--- config.mk ---
export PLATFORM = sky130hd
export DESIGN_NAME = pfb_ctrl
export DESIGN_NICKNAME = d
export VERILOG_FILES = /design/src/pfb_pkg.sv /design/src/pfb_ctrl.sv
export SDC_FILE = /design/constraint.sdc
export NUM_CORES = 1
export LEC_CHECK = 0
export BUFFER_PORTS_ARGS = -buffer_cell sky130_fd_sc_hd__buf_2
export CAP_MARGIN = 20
export CELL_PAD_IN_SITES_DETAIL_PLACEMENT = 1
export CELL_PAD_IN_SITES_GLOBAL_PLACEMENT = 1
export CORE_AREA = 2 2 39 41
export CTS_CLUSTER_DIAMETER = 50
export DETAILED_ROUTE_END_ITERATION = 8
export DIE_AREA = 0 0 41 43
export PLACE_DENSITY = 0.54
export SETUP_SLACK_MARGIN = 0.05
export SLEW_MARGIN = 20
export SYNTH_ARGS = -nofsm -noshare
export SYNTH_HDL_FRONTEND = slang
export SYNTH_SLANG_ARGS = --single-unit
--- constraint.sdc ---
create_clock -name clk -period 2.9 [get_ports clk]
set_input_delay 0.29 -clock clk [delete_from_list [all_inputs] [get_ports clk]]
set_output_delay 0.29 -clock clk [all_outputs]
set_load 0.03 [all_outputs]
--- src/pfb_pkg.sv ---
// shared types and constants for the page-organized frame store engine
// request and result payload structs, request codes, controller/datapath links
// no dependencies
package pfb_pkg;

  localparam int DEF_WIDTH  = 128;
  localparam int DEF_HEIGHT = 64;
  localparam int DEF_PAGES  = 8;

  localparam logic [2:0] REQ_WRITE  = 3'd0;
  localparam logic [2:0] REQ_READ   = 3'd1;
  localparam logic [2:0] REQ_INVERT = 3'd2;
  localparam logic [2:0] REQ_CLEAR  = 3'd3;
  localparam logic [2:0] REQ_FLUSH  = 3'd4;

  localparam logic [7:0] CMD_PAGE  = 8'hB0;
  localparam logic [7:0] CMD_START = 8'h40;
  localparam logic [7:0] CMD_COLH  = 8'h10;
  localparam logic [7:0] NIBBLE    = 8'h0F;

  typedef struct packed {
    logic [2:0] req_type;
    logic [7:0] x_coord;
    logic [6:0] y_coord;
    logic       write_value;
    logic [2:0] page_index;
  } in_req_t;

  typedef struct packed {
    logic [63:0] out_word;
    logic [3:0]  byte_count;
    logic        is_command;
    logic        read_pixel;
    logic        last;
  } out_res_t;

  typedef struct packed {
    logic capture;
    logic emit_cmd;
    logic pix_done;
    logic clr_step;
    logic fl_rd;
  } pfb_cmd_t;

  typedef struct packed {
    logic clr_end;
    logic col_end;
  } pfb_sts_t;

endpackage

--- src/pfb_ctrl.sv ---
// controller state machine for the frame store engine
// sequences pixel, clear and flush requests; uses pfb_pkg
module pfb_ctrl #(
  parameter int PAGES = pfb_pkg::DEF_PAGES
) (
  input  logic              clk,
  input  logic              rst_n,
  input  logic              start,
  input  logic [2:0]        req_type,
  input  logic [2:0]        page_index,
  input  pfb_pkg::pfb_sts_t sts,
  output pfb_pkg::pfb_cmd_t cmd,
  output logic              busy
);

  typedef enum logic [4:0] {
    ST_IDLE   = 5'b00001,
    ST_PIX    = 5'b00010,
    ST_CLEAR  = 5'b00100,
    ST_FRD    = 5'b01000,
    ST_FDRAIN = 5'b10000
  } pfb_state_t;

  pfb_state_t state_r, state_nxt;
  logic       page_ok;

  assign page_ok = 32'(page_index) < PAGES;
  assign busy    = state_r != ST_IDLE;

  always_comb begin
    state_nxt = state_r;
    cmd       = '0;
    case (state_r)
      ST_IDLE: begin
        if (start) begin
          cmd.capture = 1'b1;
          case (req_type)
            pfb_pkg::REQ_WRITE, pfb_pkg::REQ_READ, pfb_pkg::REQ_INVERT: begin
              state_nxt = ST_PIX;
            end
            pfb_pkg::REQ_CLEAR: begin
              state_nxt = ST_CLEAR;
            end
            pfb_pkg::REQ_FLUSH: begin
              if (page_ok) begin
                cmd.emit_cmd = 1'b1;
                state_nxt    = ST_FRD;
              end
            end
            default: begin
              state_nxt = ST_IDLE;
            end
          endcase
        end
      end
      ST_PIX: begin
        cmd.pix_done = 1'b1;
        state_nxt    = ST_IDLE;
      end
      ST_CLEAR: begin
        cmd.clr_step = 1'b1;
        if (sts.clr_end) state_nxt = ST_IDLE;
      end
      ST_FRD: begin
        cmd.fl_rd = 1'b1;
        if (sts.col_end) state_nxt = ST_FDRAIN;
      end
      ST_FDRAIN: begin
        state_nxt = ST_IDLE;
      end
      default: begin
        state_nxt = ST_IDLE;
      end
    endcase
  end

  // reset starts with a clearing pass over the store
  always_ff @(posedge clk) begin
    if (!rst_n) begin
      state_r <= ST_CLEAR;
    end else begin
      state_r <= state_nxt;
    end
  end

endmodule

==> metrics.txt, run 1 <==
period utilisation layout=0.661; yosys warns=0; H-tree Lvls=1; die area=around 1800 µm²; FILL cells=174; Crit. Startpoint=state_r[1]$_SDFFE_PN0P_; Adder-Cell Fraction of Synth Area=0; DRT Pass-1 Iters=3; simple-gate share of the synthesized area=0.438; CP Cell Sequence=nor4_1, and4_1, buf_2; CTS root buf=clkbuf_4; Critical Path Max Stage Delay=between 500 and 600 ps; final setup fails=0; Final Hold Fails=0; Final Skew=0.519 ps; I/O pins=17; RSZ-0062 raised after global routing=no; Largest register FFs=5; FMAX=around 520 MHz; DR iter-0 viols=1; Synth-to-Final Area Change=44.3%; Worst EP required=2610 ps; # Max-Cap Violations=0; Worst setup SP type=flop; chip height=between 40 and 50 µm; Max FO, Critical Path=4; largest family of logic cells by synthesized area=simple AND/OR/NAND/NOR gates; fin nets=56; initial antenna violation count=0; drt via density=roughly 4.6; Top Registers=state_r x5; routed vias=approximately 270; Post-CTS Setup Inserts=0; post-CTS sizing=0; Yosys cell types=18; Routability Congestion=0.651; Clock transition at path regs=about 40 ps; CORE AREA=between 1000 and 1500 µm²; cells after synthesis=27; Biggest register=state_r; die width=between 40 and 50 µm; CTS hold repair buffers=0; Final Max Tran Viols=0; VDD IR-drop max=roughly 0.12 mV; share of layout cells above drive strength 1=0.409; Period minus WS final=1920 ps; gr usage total=0.108; worst path arrival time=between 1500 and 2000 ps; grt total ovfl=0; Routed WL=~680 µm; xor and xnor area share after synthesis=0; status=completed; Rows=14; Worst Hold Launch=sts[0]; DRT antenna net count=0; DP Cell Count=56; CTS tree=done; detailed-placement wirelength estimate=just under 600 µm; cts bufs inserted=3; post-synthesis mux area share=0; power density cells=approximately 510 nW/µm²; CP Buf/Inv Count=1; worst-margin pin slew=approximately 580 ps; DRC Markers=0; LEAKAGE=~0.17 nW; critical path capture point type=output port; vias in the first global route=298; Seq cells post-synth=5; non-filler cells in the finished layout=60; Longest Clk Path Bufs=2; Sink Count=5; Initial Util=0.182; largest net degree at the start of global routing=7; post-synth top area cell=dfxtp_1; share of the synthesized area in the top cell type=0.398; worst hold path class=primary input to flop; synthesized cell area=roughly 250 µm²; worst setup path class=flop to output port; critical path's top delay family=simple AND/OR/NAND/NOR gates; Worst slew margin=0.608; drt wl/cell=~11 µm; hold_ws=~290 ps; Port Buffers=13; first-pass GRT wire length=1160 µm; sequential share of the synthesized area=0.398; Area contributors post-synth=dfxtp_1 40%, nor3b_1 9.0%, nor4_1 5.0%; post-synthesis compound-gate area fraction=0.164; ant diodes=0; slowest CP cell=nor4_1; aggregate negative setup slack=0 ps; RR Startpoint=state_r[1]$_SDFFE_PN0P_; Avg Cell Area, Syn=about 9.3 µm²; clock latency on the worst-skew pair=~240 ps; Post-Synthesis Net Count=38
area by class of cell:
class,instances,area [µm²],share of cell area
repair buffers,13,65.1,0.179
clock buffers,4,26.3,0.0724
flip-flops and latches,5,100,0.276
well taps,16,20.0,0.0552
multi-input cells,22,151,0.417
layer usage:
layer,vias up,part of all wire,global-route usage,wire length [µm]
met5,-,0,0,0
met3,0,0.088,0.0314,60
met2,12,0.50,0.159,340
li1,140,-,-,-
met1,122,0.41,0.103,278
met4,0,0,0.120,0
metrics by stage:
stage / util / power [mW] / instance area [µm²] / setup slack, ps
after global routing: 0.262 / 0.200 / 363 / 904
final: 0.262 / 0.187 / 363 / 982
after CTS: 0.262 / 0.190 / 363 / 978
after floorplan: - / 0.0942 / 251 / 1160
after global placement: 0.243 / 0.106 / 337 / 1270
after detailed placement: 0.243 / 0.107 / 337 / 1250
cell usage after synthesis:
master and count:
dfxtp_1 5, nor3b_1 3, nand2_1 2, nor4_1 2, o21ai_0 2, a211oi_1 1
and2_1 1, and3_1 1, and3_2 1, and3b_1 1, and4_1 1, nand2b_1 1
nand4b_1 1, nor2_1 1, o21a_1 1, o31a_1 1, o31ai_1 1, or3_4 1
placed cells by master, fill, tap and decap left out:
cell type / instances
nand2_1: 2
o31a_1: 1
nand4b_1: 1
nor4_1: 2
and3b_1: 1
or3_4: 1
and3_1: 1
clkbuf_1: 1
nor2_1: 1
dfxtp_1: 5
o21ai_0: 2
clkbuf_4: 3
buf_2: 13
o31ai_1: 1
nand2b_1: 1
and3_2: 1
and4_1: 1
o21a_1: 1
and2_1: 1
nor3b_1: 3
a211oi_1: 1
kinds of logic after synthesis:
| logic type | after synthesis |
|---|---|
| AO/OA/AOI/OAI | 6 |
| AND/OR/NAND/NOR | 16 |
| flip-flops | 5 |
report_power, final:
part	switching, mW	internal (mW)
clock network	0.0295	0.0521
logic	0.0178	0.0127
registers	0.00312	0.0716
total	0.0504	0.136
path summary, 6_finish.rpt:
path                        endpoint  slack, ps  cells past startpoint
min reg2reg  state_r[1]$_SDFFE_PN0P_        600                      2
max reg2reg  state_r[1]$_SDFFE_PN0P_       1520                      3
min          state_r[4]$_SDFFE_PN0P_        290                      2
max                           cmd[3]        980                      3
Note: power is estimated with default switching activity, not from simulation.
==> run 2, diff against run 1 <==
Settings changed: PLACE_DENSITY 0.54 to 0.56.
Clock period 2.9 ns to 1.67 ns, I/O delays scaled along.
==> metrics.txt, run 2 (synthesized netlist as in run 1, its figures left out) <==
status=completed (unchanged); period utilisation layout=0.941; vias in the first global route=274 (was 298); clock latency on the worst-skew pair=240 ps (about the same); Worst slew margin=0.737 (was 0.608); Largest register FFs=5 (unchanged); initial antenna violation count=0 (unchanged); worst path arrival time=1400 ps (was 1630 ps); Max FO, Critical Path=6 (was 4); R2R setup slack=300 ps (was 1520 ps); ant diodes=0 (unchanged); commonest non-fill, non-tap cells in the layout=10 x buf_2, 4 x dfxtp_1, 3 x nor3b_1, 3 x clkbuf_4, 3 x buf_4 (was 13 x buf_2, 5 x dfxtp_1, 3 x nor3b_1, 3 x clkbuf_4); Initial Util=0.182 (unchanged); LEAKAGE=0.174 nW (was 0.166 nW); Longest Clk Path Bufs=2 (unchanged); cts bufs inserted=3 (unchanged); commonest non-fill, non-tap cell in the layout=buf_2 (unchanged); FMAX=~640 MHz; H-tree Lvls=1 (unchanged); hold endpoint=state_r[4]$_SDFFE_PN0P_ (unchanged); chip height=43 µm (unchanged); critical path capture point type=output port (unchanged); Cells on Worst Hold Path=2 (unchanged); worst setup path class=flop to output port (unchanged); Sink Count=5 (unchanged); Post-CTS Setup Inserts=0 (unchanged); Reg-to-Reg End=state_r[1]$_SDFFE_PN0P_ (unchanged); VDD IR-drop max=0.267 mV (was 0.115 mV); Worst Hold Launch=sts[0] (unchanged); grt total ovfl=0 (unchanged); Crit. Startpoint=state_r[0]$_SDFFE_PN0P_ (was state_r[1]$_SDFFE_PN0P_); Design Power=0.327 mW (was 0.187 mW); Worst setup SP type=flop (unchanged); first-pass GRT wire length=1090 µm (was 1160 µm); CTS root buf=clkbuf_4 (unchanged); gr usage total=0.100 (was 0.108); worst hold path class=primary input to flop (unchanged); DRC Markers=0 (unchanged); Routed WL=668 µm (was 679 µm); RR Startpoint=state_r[0]$_SDFFE_PN0P_ (was state_r[1]$_SDFFE_PN0P_); share of layout cells above drive strength 1=0.489 (was 0.409); # Max-Cap Violations=0 (unchanged); DRT antenna net count=0 (unchanged); fin nets=57 (was 56); Final Hold Fails=0 (unchanged); aggregate negative setup slack=0 ps (unchanged); Final Max Tran Viols=0 (unchanged); Port Buffers=13 (unchanged); Biggest register=state_r (unchanged); final core utilization=0.283 (was 0.262); final setup fails=0 (unchanged); I/O pins=17 (unchanged); drt via density=4.69 (was 4.57); CTS tree=done (unchanged); worst-margin pin slew=392 ps (was 582 ps); DRT Pass-1 Iters=2 (was 3); Register-to-Register Path Depth=3 (unchanged); routed vias=286 (was 274); Period minus WS final=~1600 ps; die width=41 µm (unchanged); power density cells=835 nW/µm² (was 515 nW/µm²); RSZ-0062 raised after global routing=yes (was no); Top Registers=state_r x5 (unchanged); Clock transition at path regs=40 ps (about the same); Worst EP required=1500 ps (was 2610 ps); DR iter-0 viols=1 (unchanged); Rows=14 (unchanged); Routability Congestion=0.611 (was 0.651); Synth-to-Final Area Change=55.7% (was 44.3%); CORE AREA=1380 µm² (unchanged); largest net degree at the start of global routing=7 (unchanged); die area=1760 µm² (unchanged); drt wl/cell=11.0 µm (was 11.3 µm); Final Skew=3.57 ps (was 0.519 ps)
[run 2: changes by cell type in the layout (fill, tap and decap cells not counted), sizes merged]
cell  before  now
buf       13   14
[run 2: layout make-up]
class,instances,area (µm²)
well taps,16,20.0
flip-flops and latches,5,101
fillers,171,992
clock buffers,4,26.3
repair buffers,14,83.8
multi-input cells,22,160
[run 2: worst max path at each step]
stage                     depth (start not counted)     end  slack, ps
after CTS                                         4  cmd[3]         60
after global routing                              4  cmd[3]         50
after global placement                            4  cmd[3]        290
final                                             3  cmd[2]        100
after detailed placement                          4  cmd[3]        320
after floorplan                                   2  cmd[2]         60
[run 2: stage by stage]
step	setup WS [ps]	instance area, µm²	std cells	hold WS, ps
final	99.0	392	61	171
after global routing	48.7	392	61	179
after CTS	63.2	379	61	169
after detailed placement	319	344	57	414
after global placement	286	344	57	411
after floorplan	56.6	251	27	284
[run 2: per-layer routing]
metal / GRT usage / wire [µm] / vias to the layer above
met1: 0.122 / 329 / 128
met5: 0 / 0 / -
met4: 0.120 / 12 / 0
met2: 0.119 / 282 / 14
met3: 0.0314 / 43 / 2
li1: - / - / 142
[run 2: critical path: stages (launching register included)]
cell	delay [ps]
dfxtp_1	350
or3_4	400
nor3b_1	220
buf_4	200
[run 2: repair_timing]
action / in CTS / in global routing
pin swaps: 0 / 1
gates resized for setup: 2 / 6
hold buffers: 0 / 0
hold endpoints to repair: 0 / 0
setup endpoints to repair: 1 / 3
[run 2: report_power, final]
group	switching (mW)	total, mW	internal, mW
registers	0.00571	0.131	0.125
clock network	0.0476	0.138	0.0902
logic	0.0321	0.0584	0.0263
total	0.0854	0.327	0.241
